$ cat src/design/drp_pkg.sv
// Shared types, constants and the saturation helper function of the disparity reprojection block.
package drp_pkg;

   localparam int COORD_BITS = 10;
   localparam int FRAC_BITS  = 16;
   localparam int NUM_COEFS  = 28;
   localparam int MIN_DISP   = 2;
   localparam int ROT_BASE   = 16;
   localparam int TRN_BASE   = 25;

   localparam int PROD_BITS    = 32 + COORD_BITS + 1;
   localparam int POS_BITS     = 32 + COORD_BITS + 3;
   localparam int DIV_STAGES   = 32;
   localparam int ROT_SUM_BITS = 66;
   localparam int QUEUE_DEPTH  = 4;
   localparam int QPTR_BITS    = $clog2(QUEUE_DEPTH);

   localparam logic MODE_LOAD  = 1'b0;
   localparam logic MODE_PIXEL = 1'b1;

   localparam logic signed [31:0] WORD_MAX = 32'sh7fffffff;
   localparam logic signed [31:0] WORD_MIN = 32'sh80000000;

   typedef struct packed {
      logic               mode;
      logic [4:0]         coef_index;
      logic signed [31:0] coef_value;
      logic [9:0]         pixel_col;
      logic [9:0]         pixel_row;
      logic [7:0]         disparity;
      logic [7:0]         red;
      logic [7:0]         green;
      logic [7:0]         blue;
   } req_type;

   typedef struct packed {
      logic signed [31:0] point_x;
      logic signed [31:0] point_y;
      logic signed [31:0] point_z;
      logic [23:0]        color_rgb;
      logic               degenerate;
   } rsp_type;

   typedef struct packed {
      logic [COORD_BITS-1:0] col;
      logic [COORD_BITS-1:0] row;
      logic [7:0]            disp;
      logic [23:0]           rgb;
   } pix_type;

   typedef logic [NUM_COEFS-1:0][31:0] coef_array_type;

   typedef struct packed {
      logic busy;
      logic take;
   } back_status_type;

   function automatic logic signed [31:0] sat_word(input logic signed [ROT_SUM_BITS-1:0] v);
      logic signed [31:0] r;
      if (v > ROT_SUM_BITS'(WORD_MAX)) begin
         r = WORD_MAX;
      end else if (v < ROT_SUM_BITS'(WORD_MIN)) begin
         r = WORD_MIN;
      end else begin
         r = v[31:0];
      end
      return r;
   endfunction

endpackage

$ cat src/design/drp_front.sv
// Front end: coefficient store, item classification and the pixel queue.
module drp_front (
   input  logic                       clock,
   input  logic                       reset,
   input  logic                       req_push,
   output logic                       req_full,
   input  drp_pkg::req_type           req_data,
   output logic                       pix_valid,
   output drp_pkg::pix_type           pix_data,
   input  drp_pkg::back_status_type   status,
   output drp_pkg::coef_array_type    coefs
);

   drp_pkg::coef_array_type coef_ff;
   drp_pkg::pix_type        q_ff [drp_pkg::QUEUE_DEPTH];
   logic [drp_pkg::QPTR_BITS-1:0] wr_ptr_ff, rd_ptr_ff;
   logic [drp_pkg::QPTR_BITS:0]   count_ff;

   logic is_load, idle, accept, push_q, pop_q;
   drp_pkg::pix_type new_pix;

   assign is_load  = (req_data.mode == drp_pkg::MODE_LOAD);
   assign idle     = (count_ff == '0) && !status.busy;
   // A load waits until every earlier pixel has left the pipeline.
   assign req_full = (count_ff == (drp_pkg::QPTR_BITS+1)'(drp_pkg::QUEUE_DEPTH)) ||
                     (is_load && !idle);
   assign accept   = req_push && !req_full;
   assign push_q   = accept && !is_load && (req_data.disparity >= 8'(drp_pkg::MIN_DISP));
   assign pop_q    = status.take;

   assign pix_valid = (count_ff != '0);
   assign pix_data  = q_ff[rd_ptr_ff];
   assign coefs     = coef_ff;

   always_comb begin
      new_pix.col  = req_data.pixel_col[drp_pkg::COORD_BITS-1:0];
      new_pix.row  = req_data.pixel_row[drp_pkg::COORD_BITS-1:0];
      new_pix.disp = req_data.disparity;
      new_pix.rgb  = {req_data.red, req_data.green, req_data.blue};
   end

   always_ff @(posedge clock) begin
      if (reset) begin
         coef_ff   <= '0;
         wr_ptr_ff <= '0;
         rd_ptr_ff <= '0;
         count_ff  <= '0;
      end else begin
         if (accept && is_load) begin
            for (int k = 0; k < drp_pkg::NUM_COEFS; k++) begin
               if (req_data.coef_index == 5'(k)) begin
                  coef_ff[k] <= req_data.coef_value;
               end
            end
         end
         if (push_q) begin
            wr_ptr_ff <= wr_ptr_ff + 1'b1;
         end
         if (pop_q) begin
            rd_ptr_ff <= rd_ptr_ff + 1'b1;
         end
         if (push_q && !pop_q) begin
            count_ff <= count_ff + 1'b1;
         end else if (pop_q && !push_q) begin
            count_ff <= count_ff - 1'b1;
         end
      end
   end

   always_ff @(posedge clock) begin
      if (push_q) begin
         q_ff[wr_ptr_ff] <= new_pix;
      end
   end

endmodule

$ cat config.mk
export PLATFORM = sky130hd
export DESIGN_NAME = drp_front
export DESIGN_NICKNAME = d
export VERILOG_FILES = /design/src/design/drp_pkg.sv /design/src/design/drp_front.sv
export SDC_FILE = /design/constraint.sdc
export NUM_CORES = 2
export LEC_CHECK = 0
export BUFFER_PORTS_ARGS = -buffer_cell sky130_fd_sc_hd__buf_2
export CORE_AREA = 2 2 408 410
export CTS_CLUSTER_SIZE = 28
export DETAILED_ROUTE_END_ITERATION = 6
export DIE_AREA = 0 0 410 412
export SKIP_CTS_REPAIR_TIMING = 1
export SYNTH_ARGS = -nofsm -noshare
export SYNTH_HDL_FRONTEND = slang
export SYNTH_SLANG_ARGS = --single-unit
$ cat constraint.sdc
create_clock -name clock -period 3.61 [get_ports clock]
set_clock_uncertainty 0.05 [all_clocks]
set_input_delay 0.1805 -clock clock [delete_from_list [all_inputs] [get_ports clock]]
set_output_delay 0.1805 -clock clock [all_outputs]
set_load 0.02 [all_outputs]
* After elaboration in Yosys (flattened, before gate mapping) *
Memory sizes are Yosys's and may differ from the RTL's. A register that Yosys moved wholly into a read port is not among the register bits.
Cells that the tools add are included.

cells by class
  mux-type cells = 6
  magnitude comparators = 1
  reductions and logical operators = 46
  bitwise logic cells = 1
  equal/unequal tests = 28
  $add $sub $neg = 4

operator list
  kind                                                                count
  equality test 5 bit (second input constant)                         12
  AND reduction 2 bit                                                 28
  equality test 5 x 4 -> 1 bit (second input constant)                8
  equality test 5 x 3 -> 1 bit (second input constant)                4
  equality test 5 x 2 -> 1 bit (second input constant)                2
  greater-or-equal comparator 8 x 2 -> 1 bit (second input constant)  1
  logical AND 1 bit                                                   8
  2-to-1 mux 3 bit                                                    2
  equality test 5 x 1 -> 1 bit (second input constant)                1
  logical NOT 1 bit                                                   5
  logical NOT 5 bit                                                   1
  adder 2 x 1 -> 2 bit (second input constant)                        2
  2-to-1 mux 2 bit                                                    2
  adder 3 x 1 -> 3 bit (second input constant)                        1
  equality test 3 bit (second input constant)                         1
  logical NOT 3 bit                                                   1
  nonzero test 3 bit                                                  1
  subtractor 3 x 1 -> 3 bit (second input constant)                   1
  2-to-1 mux 1 bit                                                    2
  nonzero test 2 bit                                                  1
  logical OR 1 bit                                                    1
  NOT 1 bit                                                           1

word-level totals
  register bits = 903
  bits in writable memories = 208
  input port bits = 95
  output and inout bits = 950
  memories kept = 1
  word-level logic and storage cells = 118

memories
  memory  depth  bits a word  rd ports  clocked after Yosys merged registers in  write ports  line             RTL
  q_ff    4      52           1         1                                        1            drp_front.sv:15  drp_pkg::pix_type q_ff [drp_pkg::QUEUE_DEPTH];

* Logic depth before layout (Yosys ltp) *
  depth in word-level cells = 13
  gate-level depth with buffers = 8
  mapped depth without buffers = 8

* Worst setup path before layout *
Ideal clock, no wire load.

  path kind = register to register
  start = reg count_ff[0] (netlist bit)
  end = mem q_ff[0][0] (netlist bit) (enable)
  clock period less this slack = 2.923 ns
  path buffers = 0
  data required time = 3.145 ns
  stages on the path, launching flop included = 4
  data arrival time = 2.458 ns
  setup time = 0.415 ns
  slack = 0.687 ns
  cell sequence = dfxtp_1 nor3b_1 a211oi_1 and2_1

on the way
  cells in the longest elaborated chain, start to end = 11
  elaborated cells on any way between the ends = 12
  classes of those cells = eq/ne: 1; mux: 2; reduce/logical: 9

RTL lines
  item                                        line             RTL
  start, declared                             drp_front.sv:17  logic [drp_pkg::QPTR_BITS:0] count_ff;
  start signal, assigned                      drp_front.sv:63  count_ff <= count_ff + 1'b1;
  start signal, assigned                      drp_front.sv:65  count_ff <= count_ff - 1'b1;
  logical NOT 3 bit                           drp_front.sv:23  assign idle = (count_ff == '0) && !status.busy;
  logical AND 1 bit                           drp_front.sv:23
  logical NOT 1 bit                           drp_front.sv:26  (is_load && !idle);
  logical AND 1 bit                           drp_front.sv:26
  logical OR 1 bit (*)                        drp_front.sv:25  assign req_full = (count_ff == (drp_pkg::QPTR_BITS+1)'(drp_pkg::QUEUE_DEPTH)) ||
  logical NOT 1 bit (*)                       drp_front.sv:27  assign accept = req_push && !req_full;
  logical AND 1 bit (*)                       drp_front.sv:27
  logical AND 1 bit (*) (2 in a row)          drp_front.sv:28  assign push_q = accept && !is_load && (req_data.disparity >= 8'(drp_pkg::MIN_DISP));
  via push_q                                  drp_front.sv:19  logic is_load, idle, accept, push_q, pop_q;
  2-to-1 mux 1 bit (*)                        drp_front.sv:71  if (push_q) begin
  2-to-1 mux 1 bit (implied by the code) (*)  drp_front.sv:72  q_ff[wr_ptr_ff] <= new_pix;
  end, declared                               drp_front.sv:15

Mark *: on every way through the listed nets, which the timed path passes. The rest lies on a longest branch.

* Worst setup path after layout *
  start = reg count_ff[0] (netlist bit)
  end = reg count_ff[2] (netlist bit)

on the way
  cells in the longest elaborated chain, start to end = 12
  elaborated cells on any way between the ends = 18
  classes of those cells = add/sub: 2; eq/ne: 1; mux: 2; reduce/logical: 13

RTL lines
  item                                line             RTL
  logical NOT 3 bit                   drp_front.sv:23
  logical AND 1 bit                   drp_front.sv:23
  logical NOT 1 bit                   drp_front.sv:26
  logical AND 1 bit                   drp_front.sv:26
  logical OR 1 bit (*)                drp_front.sv:25
  logical NOT 1 bit (*)               drp_front.sv:27
  logical AND 1 bit (*)               drp_front.sv:27
  logical AND 1 bit (*) (2 in a row)  drp_front.sv:28
  via push_q                          drp_front.sv:19
  logical NOT 1 bit                   drp_front.sv:64  end else if (pop_q && !push_q) begin
  logical AND 1 bit                   drp_front.sv:64
  nonzero test 2 bit (no line)        --

Mark *: on every way through the listed nets, which the timed path passes. The rest lies on a longest branch. The select of a mux whose other input is x is not followed.
A chain may end at the register's enable or synchronous reset.

==> results.sh <==
export IMPL_setup_violations=0
export IMPL_nFillCells=16520
export IMPL_relSlewSlack_pct=24.26
export IMPL_grt_use_met3_pct=4.715
export IMPL_drt_iter0_markers=2102
export IMPL_grt_pass1_vias=28140
export IMPL_h_tree_depth=3
export IMPL_r2r_end="count_ff[2]"
export IMPL_ys_ff_latch=1113
export IMPL_busiest_layer="met2"
export IMPL_drt_pass1_iter_count=5
export IMPL_insertion_delay_ns=0.75
export IMPL_endpoint_kind="register"
export IMPL_pre_cts_slack_ns=0.6413
export IMPL_finalWirelength_mm=158.9
export IMPL_rsz0062_at_grt="no"
export IMPL_hold_viol=0
export IMPL_synth_edf_count=208
export IMPL_hpwl_mm=106.7
export IMPL_powerDensity_nw_per_um2=488.1
export IMPL_ys_seq_area_share_pct=57.13
export IMPL_min_path_type="input port to register"
export IMPL_die_y_um=412
export IMPL_min_period_ns=2.976
export IMPL_holdPathEnd="coefs[48]"
export IMPL_maxSlewViolCount=0
export IMPL_final_cell_area_um2=54700
export IMPL_start_kind="register"
export IMPL_syn_nets=3478
export IMPL_portBuffers=1044
export IMPL_synth_distinct_cells=34
export IMPL_dieArea_um2=168900
export IMPL_avgSynthCellArea_um2=12.63
export IMPL_fin_nets=4484
export IMPL_drive_gt1_share_pct=31.91
export IMPL_io_pins=1045
export IMPL_clock_sinks=1113
export IMPL_cp_max_fo=7
export IMPL_worst_pin_slew_ns=1.136
export IMPL_overflow=0
export IMPL_ys_top_cells_by_area="dfxtp_1, mux2i_1, edfxtp_1, nand2b_1, mux4_2"
export IMPL_async_flop_share_pct=0
export IMPL_cp_required_ns=4.24
export IMPL_antenna_found_initial=25
export IMPL_synth_ff_type="dfxtp_1"
export IMPL_dr_total_vias=29040
export IMPL_layout_commonest_cell="buf_2"
export IMPL_synth_top_cell_area_share_pct=42.49
export IMPL_grtUsageTotal_pct=17.92
export IMPL_grt_start_max_net_pins=180
export IMPL_die_x_um=410
export IMPL_cp_slowest_cell="a211oi_1"
export IMPL_grt_met1_usage_pct=20.44
export IMPL_path_cells="nor3b_1, a211oi_1, ha_1, inv_1, fa_1, xor2_1, or3_1, a21oi_1"
export IMPL_gp_congestion=0.7784
export IMPL_holdWs_ns=0.03791
export IMPL_final_setup_tns_ns=0
export IMPL_min_from="req_data[68]"
export IMPL_leakagePower_nw=28.21
export IMPL_core_area_um2=164200
export IMPL_reg2reg_setup_slack_ns=0.63
export IMPL_arrival_ns=3.61
export IMPL_start_util_pct=25.96
export IMPL_max_freq_mhz=336.0
export IMPL_ir_worst_vdd_uv=363.3
export IMPL_final_cell_mix="buf_2, dfxtp_1, nand2b_1, mux2i_1, edfxtp_1"
export IMPL_yosysTopAreaCell="dfxtp_1"
export IMPL_antenna_left=0
export IMPL_period_share_pct=82.43
export IMPL_fin_ws_ns=0.6342
export IMPL_grt_pass1_wl_mm=216.5
export IMPL_critical_path_max_stage_delay_ns=0.72
export IMPL_mappedNetlistArea_um2=42640
export IMPL_vias_per_cell=4.358
export IMPL_status="finished clean"
export IMPL_reg2reg_from="count_ff[0]"
export IMPL_area_growth_pct=28.28
export IMPL_met2_usage_pct=31.73
export IMPL_yosys_warnings=0
export IMPL_reg2reg_depth=8
export IMPL_clkTransAtPathRegs_ns=0.06
export IMPL_drc=0
export IMPL_cts_made_buffers=119
export IMPL_hold_depth=4
export IMPL_wl_per_cell_um=23.85
export IMPL_criticalPathCategory="register to register"
export IMPL_netlist_instances=3377
export IMPL_clockBufferDepth=3
export IMPL_rows=149
export IMPL_place_area_um2=50190
export IMPL_cts_tree="built"
export IMPL_cts_root_buf="clkbuf_16"
export IMPL_power_w=0.02670
export IMPL_cap_viol_max_count=0
==> cell type report <==
class                           count  area [um2]  share of cell area, %
Antenna cell                        4       10.01                0.01830
Clock buffer                      182        3477                  6.356
Clock inverter                     28       391.6                 0.7159
Inverter                            4       15.01                0.02745
Multi-Input combinational cell   1953       16970                  31.03
Sequential cell                  1113       24370                  44.55
Tap cell                         2189        2739                  5.007
Timing Repair Buffer             1192        6729                  12.30
==> per-stage QoR <==
| step | utilization, % | cells |
|---|---|---|
| after global placement | 30.56 | 6388 |
| final | 33.30 | 6665 |
| after global routing | 33.30 | 6664 |
| after detailed placement | 30.56 | 6388 |
| after floorplan | - | 3377 |
| after CTS | 32.91 | 6598 |
==> worst max-delay path by stage <==
stage,cells after the start,from,endpoint,slack [ns]
after floorplan,3,count_ff[0],q_ff[0][0],0.69
after global placement,8,count_ff[0],count_ff[2],0.67
after detailed placement,4,count_ff[0],q_ff[3][0],0.64
after CTS,3,register,pix_data[6],0.57
after global routing,8,count_ff[0],count_ff[2],0.41
final,8,count_ff[0],count_ff[2],0.63
==> state kept, by name, indices dropped and copies added (netlist names), named ones only <==
signal     count
coefs        896
count_ff       3
q_ff         208
rd_ptr_ff      2
wr_ptr_ff      2
==> cell families (layout without fill, tap and decap cells) <==
group,after synthesis,in the layout,share of synthesized area (%)
compound gates,4,4,0.05867
other cells,0,4,0
flops,1113,1113,57.13
mux,951,951,23.85
fa+ha+maj,6,6,0.1937
simple gates,988,988,15.34
xor+xnor,4,4,0.08217
buf+inv,311,1406,3.339
==> report_power, final <==
part	switching [W]	internal [W]
combinational	0.00111	0.000599
sequential	0.0000681	0.0128
clock	0.00519	0.00698
==> metal layers <==
metal  share of wire (%)  vias up
met5              0.0082        -
met1                  39    14420
met2                  51      983
li1                    -    13380
met4                 3.4        2
met3                 6.4      255
==> Yosys cell counts, types with 3 or more instances <==
library cell,number
buf_1,26
xor2_1,3
inv_1,4
mux2i_1,898
clkbuf_1,182
and2_1,6
dfxtp_1,905
mux4_2,52
buf_6,16
ha_1,5
nand4_1,4
nor2_1,7
buf_2,70
nor2b_1,4
nand4_4,24
nand2b_1,930
edfxtp_1,208
buf_4,13
==> worst max-delay path: cells and delay by family (launching register included) <==
family | cells | cell delay [ns]
and+or+nand+nor | 2 | 0.45
xor gates and xnor gates | 1 | 0.18
adders and majority gates | 2 | 0.71
AOI/OAI and AO/OA | 2 | 0.87
buffers and inverters | 1 | 0.07
DFF | 1 | 0.58
(Power assumes the default switching activity.)
